===== src/hdl/mfts_pkg.sv =====
// Shared types and constants of the multilevel feedback task scheduler.
// No dependencies.
package mfts_pkg;

  localparam int KIND_W       = 3;
  localparam int TASK_ID_W    = 4;
  localparam int LANE_OUT_W   = 2;
  localparam int CREDIT_OUT_W = 8;
  localparam int READY_W      = 5;
  localparam int SWITCH_W     = 32;
  localparam int CFG_IDX_W    = 3;
  localparam int CFG_DATA_W   = 8;
  localparam int QUANT_REGS   = 4;

  typedef enum logic [KIND_W-1:0] {
    KIND_ADD      = 3'd0,
    KIND_REMOVE   = 3'd1,
    KIND_YIELD    = 3'd2,
    KIND_SCHEDULE = 3'd3,
    KIND_TICK     = 3'd4,
    KIND_EXIT     = 3'd5,
    KIND_JOIN     = 3'd6,
    KIND_LEAVE    = 3'd7
  } kind_e;

  typedef enum logic [CFG_IDX_W-1:0] {
    CFG_PREEMPT = 3'd0,
    CFG_QUANT0  = 3'd1,
    CFG_QUANT1  = 3'd2,
    CFG_QUANT2  = 3'd3,
    CFG_QUANT3  = 3'd4
  } cfg_idx_e;

  typedef enum logic [1:0] {
    ST_IDLE = 2'b01,
    ST_EXEC = 2'b10
  } state_e;

  typedef logic [CFG_DATA_W-1:0] quant_arr_t [QUANT_REGS];

  localparam quant_arr_t QUANT_RESET = '{8'd2, 8'd4, 8'd8, 8'd16};

endpackage


===== src/hdl/mfts_if.sv =====
// Request and response channels of the task scheduler.
// Depends on mfts_pkg.
interface mfts_req_if;
  logic                             valid;
  logic                             ready;
  logic [mfts_pkg::KIND_W-1:0]      kind;
  logic [mfts_pkg::TASK_ID_W-1:0]   task_id;

  modport source (output valid, kind, task_id, input ready);
  modport sink   (input valid, kind, task_id, output ready);
endinterface

interface mfts_rsp_if;
  logic                               valid;
  logic                               ready;
  logic                               switched;
  logic [mfts_pkg::TASK_ID_W-1:0]     running_task;
  logic [mfts_pkg::LANE_OUT_W-1:0]    running_lane;
  logic [mfts_pkg::CREDIT_OUT_W-1:0]  running_credit;
  logic [mfts_pkg::READY_W-1:0]       ready_total;
  logic [mfts_pkg::SWITCH_W-1:0]      switch_total;
  logic                               status;

  modport source (output valid, switched, running_task, running_lane, running_credit,
                  ready_total, switch_total, status, input ready);
  modport sink   (input valid, switched, running_task, running_lane, running_credit,
                  ready_total, switch_total, status, output ready);
endinterface


===== src/hdl/mfts_link_mem.sv =====
// Link memories of the lane lists: next and previous task per entry.
// One read address, one write port per memory, registered read data.
module mfts_link_mem #(
  parameter int MAX_TASKS = 16
) (
  input  logic                                        clk_i,
  input  logic                                        rd_en_i,
  input  logic [((MAX_TASKS > 1) ? $clog2(MAX_TASKS) : 1)-1:0] rd_addr_i,
  output logic [((MAX_TASKS > 1) ? $clog2(MAX_TASKS) : 1)-1:0] rd_next_o,
  output logic [((MAX_TASKS > 1) ? $clog2(MAX_TASKS) : 1)-1:0] rd_prev_o,
  input  logic                                        next_we_i,
  input  logic [((MAX_TASKS > 1) ? $clog2(MAX_TASKS) : 1)-1:0] next_addr_i,
  input  logic [((MAX_TASKS > 1) ? $clog2(MAX_TASKS) : 1)-1:0] next_data_i,
  input  logic                                        prev_we_i,
  input  logic [((MAX_TASKS > 1) ? $clog2(MAX_TASKS) : 1)-1:0] prev_addr_i,
  input  logic [((MAX_TASKS > 1) ? $clog2(MAX_TASKS) : 1)-1:0] prev_data_i
);
  localparam int IW = (MAX_TASKS > 1) ? $clog2(MAX_TASKS) : 1;

  logic [IW-1:0] next_mem [MAX_TASKS];
  logic [IW-1:0] prev_mem [MAX_TASKS];

  always_ff @(posedge clk_i) begin
    if (next_we_i) begin
      next_mem[next_addr_i] <= next_data_i;
    end
    if (prev_we_i) begin
      prev_mem[prev_addr_i] <= prev_data_i;
    end
    if (rd_en_i) begin
      rd_next_o <= next_mem[rd_addr_i];
      rd_prev_o <= prev_mem[rd_addr_i];
    end
  end
endmodule


===== src/hdl/multilevel_feedback_task_scheduler.sv =====
// Multilevel feedback task scheduler: lane lists, task flags, dispatch.
// Depends on mfts_pkg, mfts_if and mfts_link_mem.
// Operation: a request is accepted in idle, then an execute step uses the link
// memory read issued at acceptance (one read-modify-write pass) and may stall
// while an earlier response is not taken; a new request is taken only after it ends.
// Reset: async, active low; lanes empty, idle task 0 running with lane-0 credit.
module multilevel_feedback_task_scheduler #(
  parameter int NUM_LANES   = 4,
  parameter int MAX_TASKS   = 16,
  parameter int CREDIT_BITS = 8
) (
  input  logic                             clk_i,
  input  logic                             rst_ni,
  input  logic                             cfg_we_i,
  input  logic [mfts_pkg::CFG_IDX_W-1:0]   cfg_idx_i,
  input  logic [mfts_pkg::CFG_DATA_W-1:0]  cfg_wdata_i,
  mfts_req_if.sink                         req_i,
  mfts_rsp_if.source                       rsp_o
);
  import mfts_pkg::*;

  localparam int IW = (MAX_TASKS > 1) ? $clog2(MAX_TASKS) : 1;
  localparam int LW = $clog2(NUM_LANES);
  localparam int CW = $clog2(MAX_TASKS + 1);

  typedef logic [IW-1:0]          tid_t;
  typedef logic [LW-1:0]          lane_t;
  typedef logic [CREDIT_BITS-1:0] cred_t;

  state_e  state_q, state_d;
  kind_e   kind_q;
  logic [TASK_ID_W-1:0] tid_q;

  tid_t    head_q [NUM_LANES];
  tid_t    head_d [NUM_LANES];
  tid_t    tail_q [NUM_LANES];
  tid_t    tail_d [NUM_LANES];
  logic [NUM_LANES-1:0] ne_q, ne_d;
  lane_t   lane_q [MAX_TASKS];
  lane_t   lane_d [MAX_TASKS];
  logic [MAX_TASKS-1:0] part_q, part_d, queued_q, queued_d;
  tid_t    running_q, running_d;
  lane_t   run_lane_q, run_lane_d;
  cred_t   credit_q, credit_d;
  logic [CW-1:0]       cnt_q, cnt_d;
  logic [SWITCH_W-1:0] swcnt_q, swcnt_d;

  logic                  armed_q;
  logic [CFG_DATA_W-1:0] quant_q [QUANT_REGS];

  logic out_v_q;
  logic sw_q, st_q, sw_d, st_d;

  logic accept, go;
  logic found;
  tid_t pick_id;
  tid_t rd_next, rd_prev;
  logic next_we, prev_we;
  tid_t next_addr, next_data, prev_addr, prev_data;

  function automatic cred_t quant(lane_t l);
    logic [CFG_DATA_W-1:0] q;
    q = quant_q[QUANT_REGS-1];
    for (int i = 0; i < QUANT_REGS - 1; i++) begin
      if (int'(l) == i) q = quant_q[i];
    end
    return CREDIT_BITS'(q);
  endfunction

  assign accept      = req_i.valid && req_i.ready;
  assign req_i.ready = (state_q == ST_IDLE);
  assign go          = (state_q == ST_EXEC) && (!out_v_q || rsp_o.ready);

  always_comb begin
    found   = 1'b0;
    pick_id = '0;
    for (int l = NUM_LANES - 1; l >= 0; l--) begin
      if (ne_q[l]) begin
        found   = 1'b1;
        pick_id = head_q[l];
      end
    end
  end

  mfts_link_mem #(.MAX_TASKS(MAX_TASKS)) u_link_mem (
    .clk_i       (clk_i),
    .rd_en_i     (accept),
    .rd_addr_i   ((kind_e'(req_i.kind) == KIND_REMOVE) ? IW'(req_i.task_id) : pick_id),
    .rd_next_o   (rd_next),
    .rd_prev_o   (rd_prev),
    .next_we_i   (next_we),
    .next_addr_i (next_addr),
    .next_data_i (next_data),
    .prev_we_i   (prev_we),
    .prev_addr_i (prev_addr),
    .prev_data_i (prev_data)
  );

  always_comb begin
    tid_t  tix, cur, ul_id, enq_id;
    logic  tvalid, ul_en, enq_en, do_rot, do_exit, rot_vol;
    lane_t l;
    cred_t c;

    head_d    = head_q;
    tail_d    = tail_q;
    ne_d      = ne_q;
    lane_d    = lane_q;
    part_d    = part_q;
    queued_d  = queued_q;
    running_d = running_q;
    run_lane_d = run_lane_q;
    credit_d  = credit_q;
    cnt_d     = cnt_q;
    swcnt_d   = swcnt_q;
    sw_d      = 1'b0;
    st_d      = 1'b0;
    next_we   = 1'b0;
    prev_we   = 1'b0;
    next_addr = '0;
    next_data = '0;
    prev_addr = '0;
    prev_data = '0;

    tix     = IW'(tid_q);
    tvalid  = int'(tid_q) < MAX_TASKS;
    cur     = running_q;
    ul_en   = 1'b0;
    ul_id   = pick_id;
    enq_en  = 1'b0;
    enq_id  = cur;
    do_rot  = 1'b0;
    do_exit = 1'b0;
    rot_vol = 1'b0;
    l       = '0;
    c       = credit_q;

    case (kind_q)
      KIND_ADD: begin
        if (!tvalid || tid_q == '0 || queued_q[tix] || tix == running_q) begin
          st_d = 1'b1;
        end else begin
          lane_d[tix] = '0;
          part_d[tix] = 1'b1;
          enq_en      = 1'b1;
          enq_id      = tix;
        end
      end
      KIND_REMOVE: begin
        if (tvalid) begin
          ul_en       = queued_q[tix];
          ul_id       = tix;
          part_d[tix] = 1'b0;
        end
      end
      KIND_YIELD: begin
        do_rot  = 1'b1;
        rot_vol = 1'b1;
      end
      KIND_SCHEDULE: do_rot = 1'b1;
      KIND_TICK: begin
        if (running_q != '0) begin
          c        = (credit_q != '0) ? credit_q - 1'b1 : credit_q;
          credit_d = c;
          do_rot   = (c == '0) && armed_q;
        end
      end
      KIND_EXIT: do_exit = 1'b1;
      KIND_JOIN: part_d[running_q] = 1'b1;
      default:   part_d[running_q] = 1'b0;
    endcase

    if ((do_rot || do_exit) && found) begin
      ul_en = 1'b1;
      ul_id = pick_id;
      if (do_rot && part_q[cur] && !queued_q[cur]) begin
        if (rot_vol) begin
          if (lane_q[cur] != '0) lane_d[cur] = lane_q[cur] - 1'b1;
        end else begin
          if (int'(lane_q[cur]) < NUM_LANES - 1) lane_d[cur] = lane_q[cur] + 1'b1;
        end
        enq_en = 1'b1;
        enq_id = cur;
      end
    end

    if (ul_en) begin
      l = lane_q[ul_id];
      if (head_q[l] == ul_id && tail_q[l] == ul_id) begin
        ne_d[l] = 1'b0;
      end else if (head_q[l] == ul_id) begin
        head_d[l] = rd_next;
      end else if (tail_q[l] == ul_id) begin
        tail_d[l] = rd_prev;
      end else begin
        next_we   = 1'b1;
        next_addr = rd_prev;
        next_data = rd_next;
        prev_we   = 1'b1;
        prev_addr = rd_next;
        prev_data = rd_prev;
      end
      queued_d[ul_id] = 1'b0;
      if (cnt_d != '0) cnt_d = cnt_d - 1'b1;
    end

    if (enq_en) begin
      l = lane_d[enq_id];
      if (ne_d[l]) begin
        next_we   = 1'b1;
        next_addr = tail_d[l];
        next_data = enq_id;
        prev_we   = 1'b1;
        prev_addr = enq_id;
        prev_data = tail_d[l];
      end else begin
        head_d[l] = enq_id;
        ne_d[l]   = 1'b1;
      end
      tail_d[l]        = enq_id;
      queued_d[enq_id] = 1'b1;
      cnt_d            = cnt_d + 1'b1;
    end

    if ((do_rot || do_exit) && found) begin
      credit_d   = quant(lane_q[pick_id]);
      run_lane_d = lane_q[pick_id];
      if (pick_id != running_q) begin
        running_d = pick_id;
        sw_d      = 1'b1;
        swcnt_d   = swcnt_q + 1'b1;
      end
    end

    if (!go) begin
      next_we = 1'b0;
      prev_we = 1'b0;
    end

    state_d = state_q;
    case (state_q)
      ST_IDLE: if (accept) state_d = ST_EXEC;
      ST_EXEC: if (go) state_d = ST_IDLE;
      default: state_d = ST_IDLE;
    endcase
  end

  always_ff @(posedge clk_i) begin
    if (accept) begin
      kind_q <= kind_e'(req_i.kind);
      tid_q  <= req_i.task_id;
    end
    if (go) begin
      head_q <= head_d;
      tail_q <= tail_d;
      sw_q   <= sw_d;
      st_q   <= st_d;
    end
  end

  always_ff @(posedge clk_i or negedge rst_ni) begin
    if (!rst_ni) begin
      state_q    <= ST_IDLE;
      ne_q       <= '0;
      part_q     <= '0;
      queued_q   <= '0;
      running_q  <= '0;
      run_lane_q <= '0;
      credit_q   <= CREDIT_BITS'(QUANT_RESET[0]);
      cnt_q      <= '0;
      swcnt_q    <= '0;
      out_v_q    <= 1'b0;
      for (int i = 0; i < MAX_TASKS; i++) begin
        lane_q[i] <= '0;
      end
    end else begin
      state_q <= state_d;
      if (go) begin
        ne_q       <= ne_d;
        part_q     <= part_d;
        queued_q   <= queued_d;
        lane_q     <= lane_d;
        running_q  <= running_d;
        run_lane_q <= run_lane_d;
        credit_q   <= credit_d;
        cnt_q      <= cnt_d;
        swcnt_q    <= swcnt_d;
        out_v_q    <= 1'b1;
      end else if (rsp_o.ready) begin
        out_v_q <= 1'b0;
      end
    end
  end

  always_ff @(posedge clk_i or negedge rst_ni) begin
    if (!rst_ni) begin
      armed_q <= 1'b0;
      quant_q <= QUANT_RESET;
    end else if (cfg_we_i) begin
      case (cfg_idx_e'(cfg_idx_i))
        CFG_PREEMPT: armed_q    <= cfg_wdata_i[0];
        CFG_QUANT0:  quant_q[0] <= cfg_wdata_i;
        CFG_QUANT1:  quant_q[1] <= cfg_wdata_i;
        CFG_QUANT2:  quant_q[2] <= cfg_wdata_i;
        CFG_QUANT3:  quant_q[3] <= cfg_wdata_i;
        default: ;
      endcase
    end
  end

  assign rsp_o.valid          = out_v_q;
  assign rsp_o.switched       = sw_q;
  assign rsp_o.status         = st_q;
  assign rsp_o.running_task   = TASK_ID_W'(running_q);
  assign rsp_o.running_lane   = LANE_OUT_W'(run_lane_q);
  assign rsp_o.running_credit = CREDIT_OUT_W'(credit_q);
  assign rsp_o.ready_total    = READY_W'(cnt_q);
  assign rsp_o.switch_total   = swcnt_q;

  a_count_matches: assert property (@(posedge clk_i) disable iff (!rst_ni)
    int'(cnt_q) == $countones(queued_q))
    else $error("ready count disagrees with queued flags");

  a_running_not_queued: assert property (@(posedge clk_i) disable iff (!rst_ni)
    !queued_q[running_q])
    else $error("running task is parked in a lane");

  a_write_in_exec: assert property (@(posedge clk_i) disable iff (!rst_ni)
    (next_we || prev_we) |-> go)
    else $error("link write outside execute step");

  a_switch_counts: assert property (@(posedge clk_i) disable iff (!rst_ni)
    (go && sw_d) |=> (swcnt_q == $past(swcnt_q) + 1'b1))
    else $error("switch not counted");
endmodule


===== src/flat_wrapper.sv =====
// flat-port wrapper written by rule: the top's interface ports become plain ports
module multilevel_feedback_task_scheduler_flat import mfts_pkg::*;
#(
  parameter int NUM_LANES   = 4,
  parameter int MAX_TASKS   = 16,
  parameter int CREDIT_BITS = 8
)
  (clk_i, rst_ni, cfg_we_i, cfg_idx_i, cfg_wdata_i, req_i_valid, req_i_kind, req_i_task_id, req_i_ready, rsp_o_valid, rsp_o_switched, rsp_o_running_task, rsp_o_running_lane, rsp_o_running_credit, rsp_o_ready_total, rsp_o_switch_total, rsp_o_status, rsp_o_ready);
  mfts_req_if req_i_i ();
  mfts_rsp_if rsp_o_i ();
  input  logic clk_i;
  input  logic rst_ni;
  input  logic cfg_we_i;
  input  logic [mfts_pkg::CFG_IDX_W-1:0] cfg_idx_i;
  input  logic [mfts_pkg::CFG_DATA_W-1:0] cfg_wdata_i;
  input wire logic [$bits(req_i_i.valid)-1:0] req_i_valid;
  input wire logic [$bits(req_i_i.kind)-1:0] req_i_kind;
  input wire logic [$bits(req_i_i.task_id)-1:0] req_i_task_id;
  output wire logic [$bits(req_i_i.ready)-1:0] req_i_ready;
  output wire logic [$bits(rsp_o_i.valid)-1:0] rsp_o_valid;
  output wire logic [$bits(rsp_o_i.switched)-1:0] rsp_o_switched;
  output wire logic [$bits(rsp_o_i.running_task)-1:0] rsp_o_running_task;
  output wire logic [$bits(rsp_o_i.running_lane)-1:0] rsp_o_running_lane;
  output wire logic [$bits(rsp_o_i.running_credit)-1:0] rsp_o_running_credit;
  output wire logic [$bits(rsp_o_i.ready_total)-1:0] rsp_o_ready_total;
  output wire logic [$bits(rsp_o_i.switch_total)-1:0] rsp_o_switch_total;
  output wire logic [$bits(rsp_o_i.status)-1:0] rsp_o_status;
  input wire logic [$bits(rsp_o_i.ready)-1:0] rsp_o_ready;
  assign req_i_i.valid = req_i_valid;
  assign req_i_i.kind = req_i_kind;
  assign req_i_i.task_id = req_i_task_id;
  assign req_i_ready = req_i_i.ready;
  assign rsp_o_valid = rsp_o_i.valid;
  assign rsp_o_switched = rsp_o_i.switched;
  assign rsp_o_running_task = rsp_o_i.running_task;
  assign rsp_o_running_lane = rsp_o_i.running_lane;
  assign rsp_o_running_credit = rsp_o_i.running_credit;
  assign rsp_o_ready_total = rsp_o_i.ready_total;
  assign rsp_o_switch_total = rsp_o_i.switch_total;
  assign rsp_o_status = rsp_o_i.status;
  assign rsp_o_i.ready = rsp_o_ready;
  multilevel_feedback_task_scheduler #(.NUM_LANES(NUM_LANES), .MAX_TASKS(MAX_TASKS), .CREDIT_BITS(CREDIT_BITS)) u_core (.clk_i(clk_i), .rst_ni(rst_ni), .cfg_we_i(cfg_we_i), .cfg_idx_i(cfg_idx_i), .cfg_wdata_i(cfg_wdata_i), .req_i(req_i_i), .rsp_o(rsp_o_i));
endmodule

===== config.mk =====
export PLATFORM = sky130hd
export DESIGN_NAME = multilevel_feedback_task_scheduler_flat
export DESIGN_NICKNAME = d
export VERILOG_FILES = /design/src/hdl/mfts_pkg.sv /design/src/hdl/mfts_if.sv /design/src/hdl/mfts_link_mem.sv /design/src/hdl/multilevel_feedback_task_scheduler.sv /design/src/flat_wrapper.sv
export SDC_FILE = /design/constraint.sdc
export NUM_CORES = 1
export LEC_CHECK = 0
export BUFFER_PORTS_ARGS = -buffer_cell sky130_fd_sc_hd__buf_2
export CORE_MARGIN = 2
export CORE_UTILIZATION = 50
export DETAILED_ROUTE_END_ITERATION = 10
export PLACE_DENSITY_LB_ADDON = 0.15
export SYNTH_ARGS = -nofsm -noshare
export SYNTH_HDL_FRONTEND = slang
export SYNTH_HIERARCHICAL = 1
export SYNTH_SLANG_ARGS = --single-unit

===== constraint.sdc =====
create_clock -name clk_i -period 20.6 [get_ports clk_i]
set_clock_uncertainty 0.05 [all_clocks]
set_input_delay 2.06 -clock clk_i [delete_from_list [all_inputs] [get_ports clk_i]]
set_output_delay 2.06 -clock clk_i [all_outputs]
set_load 0.01 [all_outputs]

# Word level (Yosys, flattened, before mapping)
# Memories as Yosys holds them, arrays and structs flattened. A register that Yosys moved wholly into a read port is not among the register bits.
# Cells that the tools add are included.
# W data, S select, Z words.
[classes] add_sub_neg=6 order_cmp=24 n_eq_ne=22 mux=143 bitwise=22 reduce_logical=47
[ops] cell="$mux W32" n=7
[ops] cell="$mux W16" n=13
[ops] cell="$mux W4" n=35
[ops] cell="$bwmux W16" n=4
[ops] cell="$bwmux W32" n=2
[ops] cell="$pmux W16 S4" n=1
[ops] cell="$mux W8" n=7
[ops] cell="$and A16 B16 Y16" n=3
[ops] cell="$not A16 Y16" n=3
[ops] cell="$or A16 B16 Y16" n=3
[ops] cell="$mux W1" n=36
[ops] cell="$add A32 B1 Y32 const B" n=1
[ops] cell="$and A32 B32 Y32" n=1
[ops] cell="$bmux W2 S4" n=4
[ops] cell="$not A32 Y32" n=1
[ops] cell="$ge A5 B5 Y1 const B" n=5
[ops] cell="$not A4 Y5" n=5
[ops] cell="$bmux W4 S2" n=3
[ops] cell="$mux W2" n=12
[ops] cell="$lt A4 B5 Y1 const B" n=4
[ops] cell="$logic_and A1 B1 Y1" n=17
[ops] cell="$demux W1 S4" n=4
[ops] cell="$demux W2 S4" n=2
[ops] cell="$demux W4 S2" n=2
[ops] cell="46 further kinds" n=89
[word_totals] reg_bits=196 ram_bits=128 output_inout_bits=55 word_cells=309 n_memories=2
[mem_list] memory="u_core.u_link_mem.next_mem" words=16 width=4 read_ports=1 rd_ports_with_merged_regs=1 write_ports=1 line_no="mfts_link_mem.sv:20" rtl="logic [IW-1:0] next_mem [MAX_TASKS];"
[mem_list] memory="u_core.u_link_mem.prev_mem" words=16 width=4 read_ports=1 rd_ports_with_merged_regs=1 write_ports=1 line_no="mfts_link_mem.sv:21" rtl="logic [IW-1:0] prev_mem [MAX_TASKS];"

# Depth between registers and ports, before layout
# Gate-level depths: netlist (run 1).
[depth] ltp_word=28 ltp_mapped=25 mapped_depth_nobuf=19

# Cells and area by module
# Netlist (run 1), hierarchy kept.
[modules_own_cells] mod="multilevel_feedback_task_scheduler" instances=1 cells_each=1614 area_each_um2=14078.5 seq_area_each_um2=5117.4
[modules_own_cells] mod="mfts_link_mem" instances=1 cells_each=252 area_each_um2=5337.6 seq_area_each_um2=4083.9

# Least setup slack after synthesis (run 1)
# No wires, ideal clock.
[synth_path] path_kind="reg-to-reg" from="reg u_core.running_q[1], in the netlist u_core/rsp_o.running_task[1]" to="mem u_core/u_link_mem/next_mem[0][0] (netlist bit) (enable)" arrival_time_ps=6740 required_time_ps=20188 setup_slack_ps=13448 path_stages_with_launch=24 path_buffers=6 path_cell_list="dfrtp_1 clkbuf_1 clkbuf_1 buf_1 clkbuf_1 mux4_2 mux4_2 ha_1 nand2_1 a21boi_0 inv_1 a211oi_2 clkbuf_1 nand2_1 o211ai_1 nand4_1 a32oi_1 buf_2 nand2_1 o22ai_1 a22oi_4 a311o_1 or3b_2 nor3_1"
[synth_between] elab_chain_cells=25
[synth_rtl] element="start, declared" line_no="multilevel_feedback_task_scheduler.sv:42" rtl="tid_t running_q, running_d;"
[synth_rtl] element="start signal, assigned" line_no="multilevel_feedback_task_scheduler.sv:283" rtl="running_q <= running_d;"
[synth_rtl] element="$reduce_bool A4 Y1" line_no="multilevel_feedback_task_scheduler.sv:162" rtl="if (running_q != '0) begin"
[synth_rtl] element="$mux W1" line_no="multilevel_feedback_task_scheduler.sv:162"
[synth_rtl] element="$pmux W1 S2" line_no="multilevel_feedback_task_scheduler.sv:138" rtl="case (kind_q)"
[synth_rtl] element="$logic_or A1 B1 Y1" line_no="multilevel_feedback_task_scheduler.sv:173" rtl="if ((do_rot || do_exit) && found) begin"
[synth_rtl] element="$logic_and A1 B1 Y1" line_no="multilevel_feedback_task_scheduler.sv:173"
[synth_rtl] element="$mux W4" line_no="multilevel_feedback_task_scheduler.sv:173"
[synth_rtl] element="$not A4 Y5 (implied by the code)" line_no="multilevel_feedback_task_scheduler.sv:188" rtl="l = lane_q[ul_id];"
[synth_rtl] element="$bmux W2 S4" line_no="multilevel_feedback_task_scheduler.sv:188"
[synth_rtl] element="(+9 left out)"
[synth_rtl] element="$mux W16" line_no="multilevel_feedback_task_scheduler.sv:191" rtl="end else if (head_q[l] == ul_id) begin"
[synth_rtl] element="$mux W16" line_no="multilevel_feedback_task_scheduler.sv:189" rtl="if (head_q[l] == ul_id && tail_q[l] == ul_id) begin"
[synth_rtl] element="$mux W16" line_no="multilevel_feedback_task_scheduler.sv:187" rtl="if (ul_en) begin"
[synth_rtl] element="$bmux W4 S2" line_no="multilevel_feedback_task_scheduler.sv:211" rtl="next_addr = tail_d[l];"
[synth_rtl] element="$mux W4 (implied by the code) (2 in a row)" line_no="multilevel_feedback_task_scheduler.sv:211"
[synth_rtl] element="$mux W4" line_no="multilevel_feedback_task_scheduler.sv:209" rtl="if (ne_d[l]) begin"
[synth_rtl] element="$mux W4 *" line_no="multilevel_feedback_task_scheduler.sv:207" rtl="if (enq_en) begin"
[synth_rtl] element="net u_core.next_addr[2]" line_no="multilevel_feedback_task_scheduler.sv:59" rtl="tid_t next_addr, next_data, prev_addr, prev_data;"
[synth_rtl] element="end, declared" line_no="mfts_link_mem.sv:20"
# The timed path passes the listed nets; every way through them passes the cells marked *. The select of a mux whose other input is x is not followed.

# Worst setup path in the final report (run 1)
[layout_path] from="reg u_core.tid_q[0]" to="mem u_core/u_link_mem/next_mem[8][0] (netlist bit) (enable)"
[layout_lines] element="start, declared" line_no="multilevel_feedback_task_scheduler.sv:32" rtl="logic [TASK_ID_W-1:0] tid_q;"
[layout_lines] element="start signal, assigned" line_no="multilevel_feedback_task_scheduler.sv:251" rtl="tid_q <= req_i.task_id;"
[layout_lines] element="$not A4 Y5 (implied by the code)" line_no="multilevel_feedback_task_scheduler.sv:143" rtl="lane_d[tix] = '0;"
[layout_lines] element="$ge A5 B5 Y1 (implied by the code) / $lt A5 B1 Y1 (equally long branches)" line_no="multilevel_feedback_task_scheduler.sv:143"
[layout_lines] element="$logic_and A1 B1 Y1 (implied by the code)" line_no="multilevel_feedback_task_scheduler.sv:143"
[layout_lines] element="$mux W2 (implied by the code)" line_no="multilevel_feedback_task_scheduler.sv:143"
[layout_lines] element="$demux W2 S4" line_no="multilevel_feedback_task_scheduler.sv:143"
[layout_lines] element="$not A32 Y32 (no line)"
[layout_lines] element="$and A32 B32 Y32 (no line)"
[layout_lines] element="$mux W32" line_no="multilevel_feedback_task_scheduler.sv:140" rtl="if (!tvalid || tid_q == '0 || queued_q[tix] || tix == running_q) begin"
[layout_lines] element="(+6 left out)"
[layout_lines] element="$bmux W2 S4" line_no="multilevel_feedback_task_scheduler.sv:208" rtl="l = lane_d[enq_id];"
[layout_lines] element="$mux W2 (implied by the code) (2 in a row)" line_no="multilevel_feedback_task_scheduler.sv:208"
[layout_lines] element="$not A2 Y3 (implied by the code)" line_no="multilevel_feedback_task_scheduler.sv:211"
[layout_lines] element="$bmux W4 S2" line_no="multilevel_feedback_task_scheduler.sv:211"
[layout_lines] element="$mux W4 (implied by the code) (2 in a row)" line_no="multilevel_feedback_task_scheduler.sv:211"
[layout_lines] element="$mux W4" line_no="multilevel_feedback_task_scheduler.sv:209"
[layout_lines] element="$mux W4 *" line_no="multilevel_feedback_task_scheduler.sv:207"
[layout_lines] element="net u_core.next_addr[3]" line_no="multilevel_feedback_task_scheduler.sv:59"
# Marked as above.

==> impl_metrics.tcl, run 1 <==
set metrics [dict create \
    synth_warnings 6 \
    root_buffer "clkbuf_16" \
    crit_path_frequent_cell "buf_4" \
    grt_use_total_pct 30.3 \
    post_cts_resize_count 0 \
    routed_wl_um 61300 \
    die_y_um 201 \
    synth.area.top_cells "edfxtp_1 (27%), dfrtp_1 (19%), mux2i_1 (5.2%)" \
    maxCapViolCount 0 \
    grt_setup_unrepaired "false" \
    avgSynthCellArea_um2 10.4 \
    setup_viol 0 \
    worstReg2RegStart "u_core/tid_q[0]" \
    grt_remaining_overflow 0 \
    gp_congestion 1.01 \
    crit_arrival_ns 8.00 \
    placed_cells_incl_taps 2395 \
    cts_sinks 332 \
    start_util_pct 50.5 \
    stdcell_count 2467 \
    grt_pass1_vias 15800 \
    synth_largest_area_cell "edfxtp_1" \
    drc 0 \
    rows 72 \
    synth.net_count 1895 \
    port_buffers 77 \
    tns_ns 0 \
    dp_hpwl_um 43100 \
    fin_nets 1948 \
    hold_depth 1 \
    synth_edf_count 177 \
    antenna_found_initial 0 \
    place_area_mm2 0.0203 \
    fp.dieArea_mm2 0.0404 \
    fmax_ghz 0.128 \
    cp-end-kind "flip-flop" \
    dr.pass1.iters 6 \
    power_density_mw_per_mm2 102 \
    grt_pass1_wl_um 94600 \
    r2r_slack_ns 12.77 \
    crit_type "reg2reg" \
    fillers 3393 \
    tightest_slew_ns 1.28 \
    synth.distinct_cells 90 \
    timing.hold.ws_ns 0.428 \
    multi_input_area_mm2 0.00962 \
    slowest_stage "mux2i_1" \
    core_area_mm2 0.0385 \
    wl_per_cell_um 24.8 \
    ir_worst_vdd_mv 0.0877 \
    ys_ff_latch 332 \
    synth_top_area_share_pct 27.4 \
    crit_path_start_kind "flip-flop" \
    path_buf_inv 4 \
    clock_latency_ns 0.58 \
    seq_area_frac_synth_pct 47.4 \
    crit_family "simple AND/OR/NAND/NOR gates" \
    hp-start "u_core/rsp_o.switch_total[31]" \
    slew_viol_final 0 \
    vias_per_cell 6.52 \
    synth_ff_type "edfxtp_1" \
    setup_slack_ns 12.77 \
    crit_fanout 28 \
    cts_tree "yes" \
    pre_cts_slack_ns 12.86 \
    diodes 0 \
    min_to "u_core/rsp_o.switch_total[31]" \
    synth_area_mm2 0.0194 \
    p_leak_nw 8.27 \
    period_share_pct 38.0 \
    path_clk_slew_ns 0.06 \
    htreeDepth 2 \
    vias 16100 \
    slew_headroom_pct 13.0 \
    cts_buffers 40 \
    ant_nets 0 \
    syn2layout_area_growth_pct 11.5 \
    postSynth.asyncResetShare_pct 46.7 \
    clk_path_buf_depth 3 \
    reg2reg_to "u_core/u_link_mem/next_mem[8][0]" \
    crit_chain "buf_4, nor4bb_1, a31o_4, or2_1, o211a_1, nor4_1, nor4_2, buf_4, mux2_1, a2111oi_0, a311oi_1, or4_1, buf_4, o31ai_1, o22ai_1, a22oi_4, mux2i_1, buf_4, nand3b_1, nor3_1" \
    regArea_mm2 0.00920 \
    drive_gt1_share_pct 15.6 \
    status "completed" \
    hold_violations 0 \
    worst_r2r_path_depth 20 \
    die_x_um 201 \
    final_area_mm2 0.0216 \
    num_io_pins 78 \
    post_cts_buffers 0 \
    max_stage_delay_ns 0.90 \
    grt_max_degree 84 \
    postSynthCellCount 1866 \
    hp-class "reg2reg" \
    finalCriticalPeriod_ns 7.84 \
    critical_path_required_ns 20.77 \
    first_iter_violations 1669 \
    holdBufCountCts 0 \
]
[kinds of logic after synthesis]
| kind of cell | count (synthesis) | synth area share (%) |
|---|---|---|
| fa+ha+maj | 6 | 0.387 |
| flops | 332 | 47.4 |
| compound gates | 505 | 16.8 |
| xor+xnor | 47 | 2.12 |
| simple gates | 627 | 16.0 |
| mux | 203 | 14.0 |
| buf+inv | 146 | 3.37 |
[layout by cell type (no fill, tap or decap), types with 29 or more instances in the layout]
| cell type | n |
|---|---|
| a21oi_1 | 106 |
| buf_2 | 76 |
| buf_4 | 44 |
| clkbuf_16 | 40 |
| dfrtp_1 | 149 |
| edfxtp_1 | 177 |
| inv_1 | 35 |
| mux2_2 | 58 |
| mux2i_1 | 95 |
| mux4_2 | 30 |
| nand2_1 | 183 |
| nand3_1 | 45 |
| nor2_1 | 169 |
| nor3_1 | 51 |
| o21ai_0 | 175 |
| xnor2_1 | 29 |
[sequential cells by signal, summed over array words and instances, names as in the netlist, 5 cells and up]
name and cells:
u_core/u_link_mem/next_mem 64, u_core/u_link_mem/prev_mem 64, u_core/lane_q 32, u_core/quant_q 32
u_core/rsp_o.switch_total 32, u_core/head_q 16, u_core/part_q 16, u_core/queued_q 16
u_core/tail_q 16, u_core/rsp_o.running_credit 8, u_core/rsp_o.ready_total 5
[worst reg2reg max path: cells and delay by family (launching register included)]
kind,cells,cell delay (ns)
buf+inv,4,1.08
flops,1,0.32
simple gates,7,2.94
compound gates,7,1.85
mux,2,1.25
[how the worst max path moves through the flow]
| stage | slack (ns) | cells past startpoint | to | startpoint |
|---|---|---|---|---|
| final | 12.77 | 20 | u_core/u_link_mem/next_mem[8][0] | u_core/tid_q[0] |
| after global routing | 12.20 | 19 | u_core/u_link_mem/next_mem[8][2] | u_core/kind_q[2] |
| after CTS | 12.85 | 19 | u_core/u_link_mem/next_mem[8][0] | u_core/kind_q[2] |
| after detailed placement | 12.86 | 19 | u_core/u_link_mem/next_mem[8][1] | u_core/kind_q[2] |
| after global placement | 13.01 | 21 | u_core/u_link_mem/prev_mem[0][1] | u_core/rsp_o.running_task[1] |
| after floorplan | 13.45 | 23 | u_core/u_link_mem/next_mem[0][0] | u_core/rsp_o.running_task[1] |
[Yosys cell counts, types with 16 or more instances]
cell and number:
nand2_1 184, edfxtp_1 177, o21ai_0 175, nor2_1 169, dfrtp_1 149, a21oi_1 108
mux2i_1 100, clkbuf_1 72, mux2_2 58, nor3_1 51, nand3_1 45, inv_1 36
mux4_2 30, xnor2_1 29, o211ai_1 25, a22oi_1 21, nand2b_1 21, nor4_1 21
buf_2 19, nor2b_1 18, xor2_1 18, a31oi_1 16
[power by group]
part | internal [W] | switching (W)
logic | 0.000251 | 0.000445
registers | 0.000758 | 0.0000478
clock network | 0.000424 | 0.000276
[cell type report]
type / instances / share of cell area (%)
Clock buffer: 55 / 5.07
Clock inverter: 17 / 0.983
Inverter: 36 / 0.624
Multi-Input combinational cell: 1388 / 44.5
Sequential cell: 332 / 42.5
Tap cell: 518 / 3.00
Timing Repair Buffer: 121 / 3.34
[metrics by stage]
| step | utilization [%] | total power (W) |
|---|---|---|
| floorplan | - | 0.00130 |
| global placement | 52.8 | 0.00149 |
| detailed placement | 52.8 | 0.00150 |
| CTS | 56.3 | 0.00221 |
| global route | 56.3 | 0.00231 |
| finish | 56.3 | 0.00220 |
[layer usage]
layer  global-route usage, %  up-vias  wire (um)
met3                    5.91      177       4820
li1                        -     7210          -
met4                    14.2        0       2940
met2                    48.2      797      28500
met1                    40.2     7911      25000
met5                       0        -          0
Power figures use the tool's default switching activity.
==> inputs of run 2 (changes only) <==
==> constraint.sdc (replaced) <==
create_clock -name clk_i -period 7.1 [get_ports clk_i]
set_clock_uncertainty 0.05 [all_clocks]
set_input_delay 0.71 -clock clk_i [delete_from_list [all_inputs] [get_ports clk_i]]
set_output_delay 0.71 -clock clk_i [all_outputs]
set_load 0.01 [all_outputs]
==> impl_metrics.tcl, run 2 (synthesis gave the netlist of run 1 again) <==
set metrics [dict create \
    status "completed" \
    gp_congestion 1.02 \
    fillers 3380 \
    power_density_mw_per_mm2 290 \
    layout_common_cells "nand2_1 (184), edfxtp_1 (177), o21ai_0 (175)" \
    wl_met2_um 28800 \
    vias_per_cell 6.57 \
    critical_path_required_ns 7.29 \
    dp_hpwl_um 45500 \
    grt_pass1_wl_um 96800 \
    crit_start "u_core/kind_q[1]" \
    crit_fanout 23 \
    rows 72 \
    first_iter_violations 1765 \
    grt_max_degree 90 \
    layout_commonest_cell "nand2_1" \
    wl_per_cell_um 25.3 \
    grt_remaining_overflow 0 \
    post_cts_buffers 0 \
    setup_viol 0 \
    wl_met3_um 5730 \
    die_y_um 201 \
    ir_worst_vdd_mv 0.292 \
    ant_nets 0 \
    slowest_stage "or4_1" \
    start_util_pct 50.5 \
    slew_viol_final 0 \
    grt_pass1_vias 16000 \
    worstReg2RegStart "u_core/kind_q[1]" \
    tns_ns 0 \
    crit_family "simple AND/OR/NAND/NOR gates" \
    clock_latency_ns 0.59 \
    place_area_mm2 0.0208 \
    reg.largest.list "u_core/u_link_mem/next_mem: 64 flops, u_core/u_link_mem/prev_mem: 64 flops" \
    grt_setup_unrepaired "false" \
    final_area_mm2 0.0221 \
    hp-class "in2async" \
    wl_met1_um 25900 \
    cp-end-kind "flip-flop" \
    multi_input_area_mm2 0.00969 \
    routed_wl_um 63700 \
    cts_buffers 38 \
    htreeDepth 2 \
    crit_arrival_ns 6.99 \
    max_stage_delay_ns 0.68 \
    drive_gt1_share_pct 18.8 \
    finalCriticalPeriod_ns 6.79 \
    dr.pass1.iters 6 \
    root_buffer "clkbuf_16" \
    finalPower_w 0.00640 \
    crit_type "reg2reg" \
    period_share_pct 95.7 \
    die_x_um 201 \
    diodes 0 \
    p_leak_nw 8.55 \
    tightest_slew_ns 1.10 \
    crit_path_frequent_cell "or3b_2" \
    cts_sinks 332 \
    fp.dieArea_mm2 0.0404 \
    cts_tree "yes" \
    num_io_pins 78 \
    path_buf_inv 1 \
    path_clk_slew_ns 0.05 \
    regArea_mm2 0.00920 \
    fmax_ghz 0.147 \
    maxCapViolCount 0 \
    antenna_found_initial 0 \
    hold_violations 0 \
    clk_path_buf_depth 3 \
    drc 0 \
    slew_headroom_pct 26.5 \
    highest_layer "met4" \
    core_area_mm2 0.0385 \
    crit_path_start_kind "flip-flop" \
    vias 16600 \
    crit_chain "or3b_1, a31o_4, or2_2, o211a_1, nor3_2, or3b_2, a21oi_1, nor4b_1, a311oi_1, or4_1, buf_4, nor3_4, mux2i_1, o2111a_1, a311o_1, or3b_2, nor2_1" \
    fin_nets 2006 \
    syn2layout_area_growth_pct 13.7 \
    port_buffers 77 \
    grt_use_total_pct 31.3 \
]
[run 2: path summary, 6_finish.rpt]
kind	depth (start not counted)	end	slack [ns]
setup / recovery	17	u_core/u_link_mem/next_mem[1][0]	0.31
hold / removal	1	u_core/quant_q[28]	0.18
setup reg to reg	17	u_core/u_link_mem/next_mem[1][0]	0.31
hold reg to reg	2	u_core/rsp_o.running_lane[1]	0.42
max in group asynchronous	2	u_core/part_q[15]	5.35
min in group clk_i	1	u_core/kind_q[0]	0.27
[run 2: worst reg2reg max path: cells and delay by family, from the launching register on]
kind	cells	cell delay (ns)
muxes	1	0.17
AOI/OAI and AO/OA	6	1.39
DFF	1	0.57
and+or+nand+nor	9	4.00
buffers and inverters	1	0.28
[run 2: report_power, final]
part,switching [W],total [W],internal (W)
clock network,0.000821,0.00193,0.00111
registers,0.000142,0.00234,0.00220
logic,0.00133,0.00213,0.000792
total,0.00230,0.00640,0.00410
[run 2: area by class of cell]
| type | instances | share of cell area, % |
|---|---|---|
| tap | 518 | 2.94 |
| timing repair buffer | 181 | 5.37 |
| inverter | 36 | 0.612 |
| sequential | 332 | 41.7 |
| clock inverter | 13 | 0.788 |
| clock buffer | 54 | 4.72 |
| multi-input combinational | 1388 | 43.9 |
[run 2: through the flow]
| step | cells | worst slack, ns | util, % | hold slack [ns] |
|---|---|---|---|---|
| after floorplan | 1866 | 0.0541 | - | 0.364 |
| after global placement | 2455 | 0.183 | 54.0 | 0.411 |
| after detailed placement | 2455 | 0.0772 | 54.0 | 0.416 |
| after CTS | 2522 | 0.0629 | 57.2 | 0.210 |
| after global routing | 2522 | 0.0409 | 57.4 | 0.252 |
| final | 2522 | 0.307 | 57.4 | 0.176 |
[run 2: routing by layer]
layer,up-vias,track usage [%]
met5,-,0
met4,0,15.1
met3,208,6.69
met2,879,48.8
met1,8144,41.7
li1,7346,-
[run 2: repair_timing]
action | 4_1_cts | 5_1_grt
resized for setup | 0 | 20
hold buffers | 0 | 0
endpoints found under the setup margin | 0 | 128
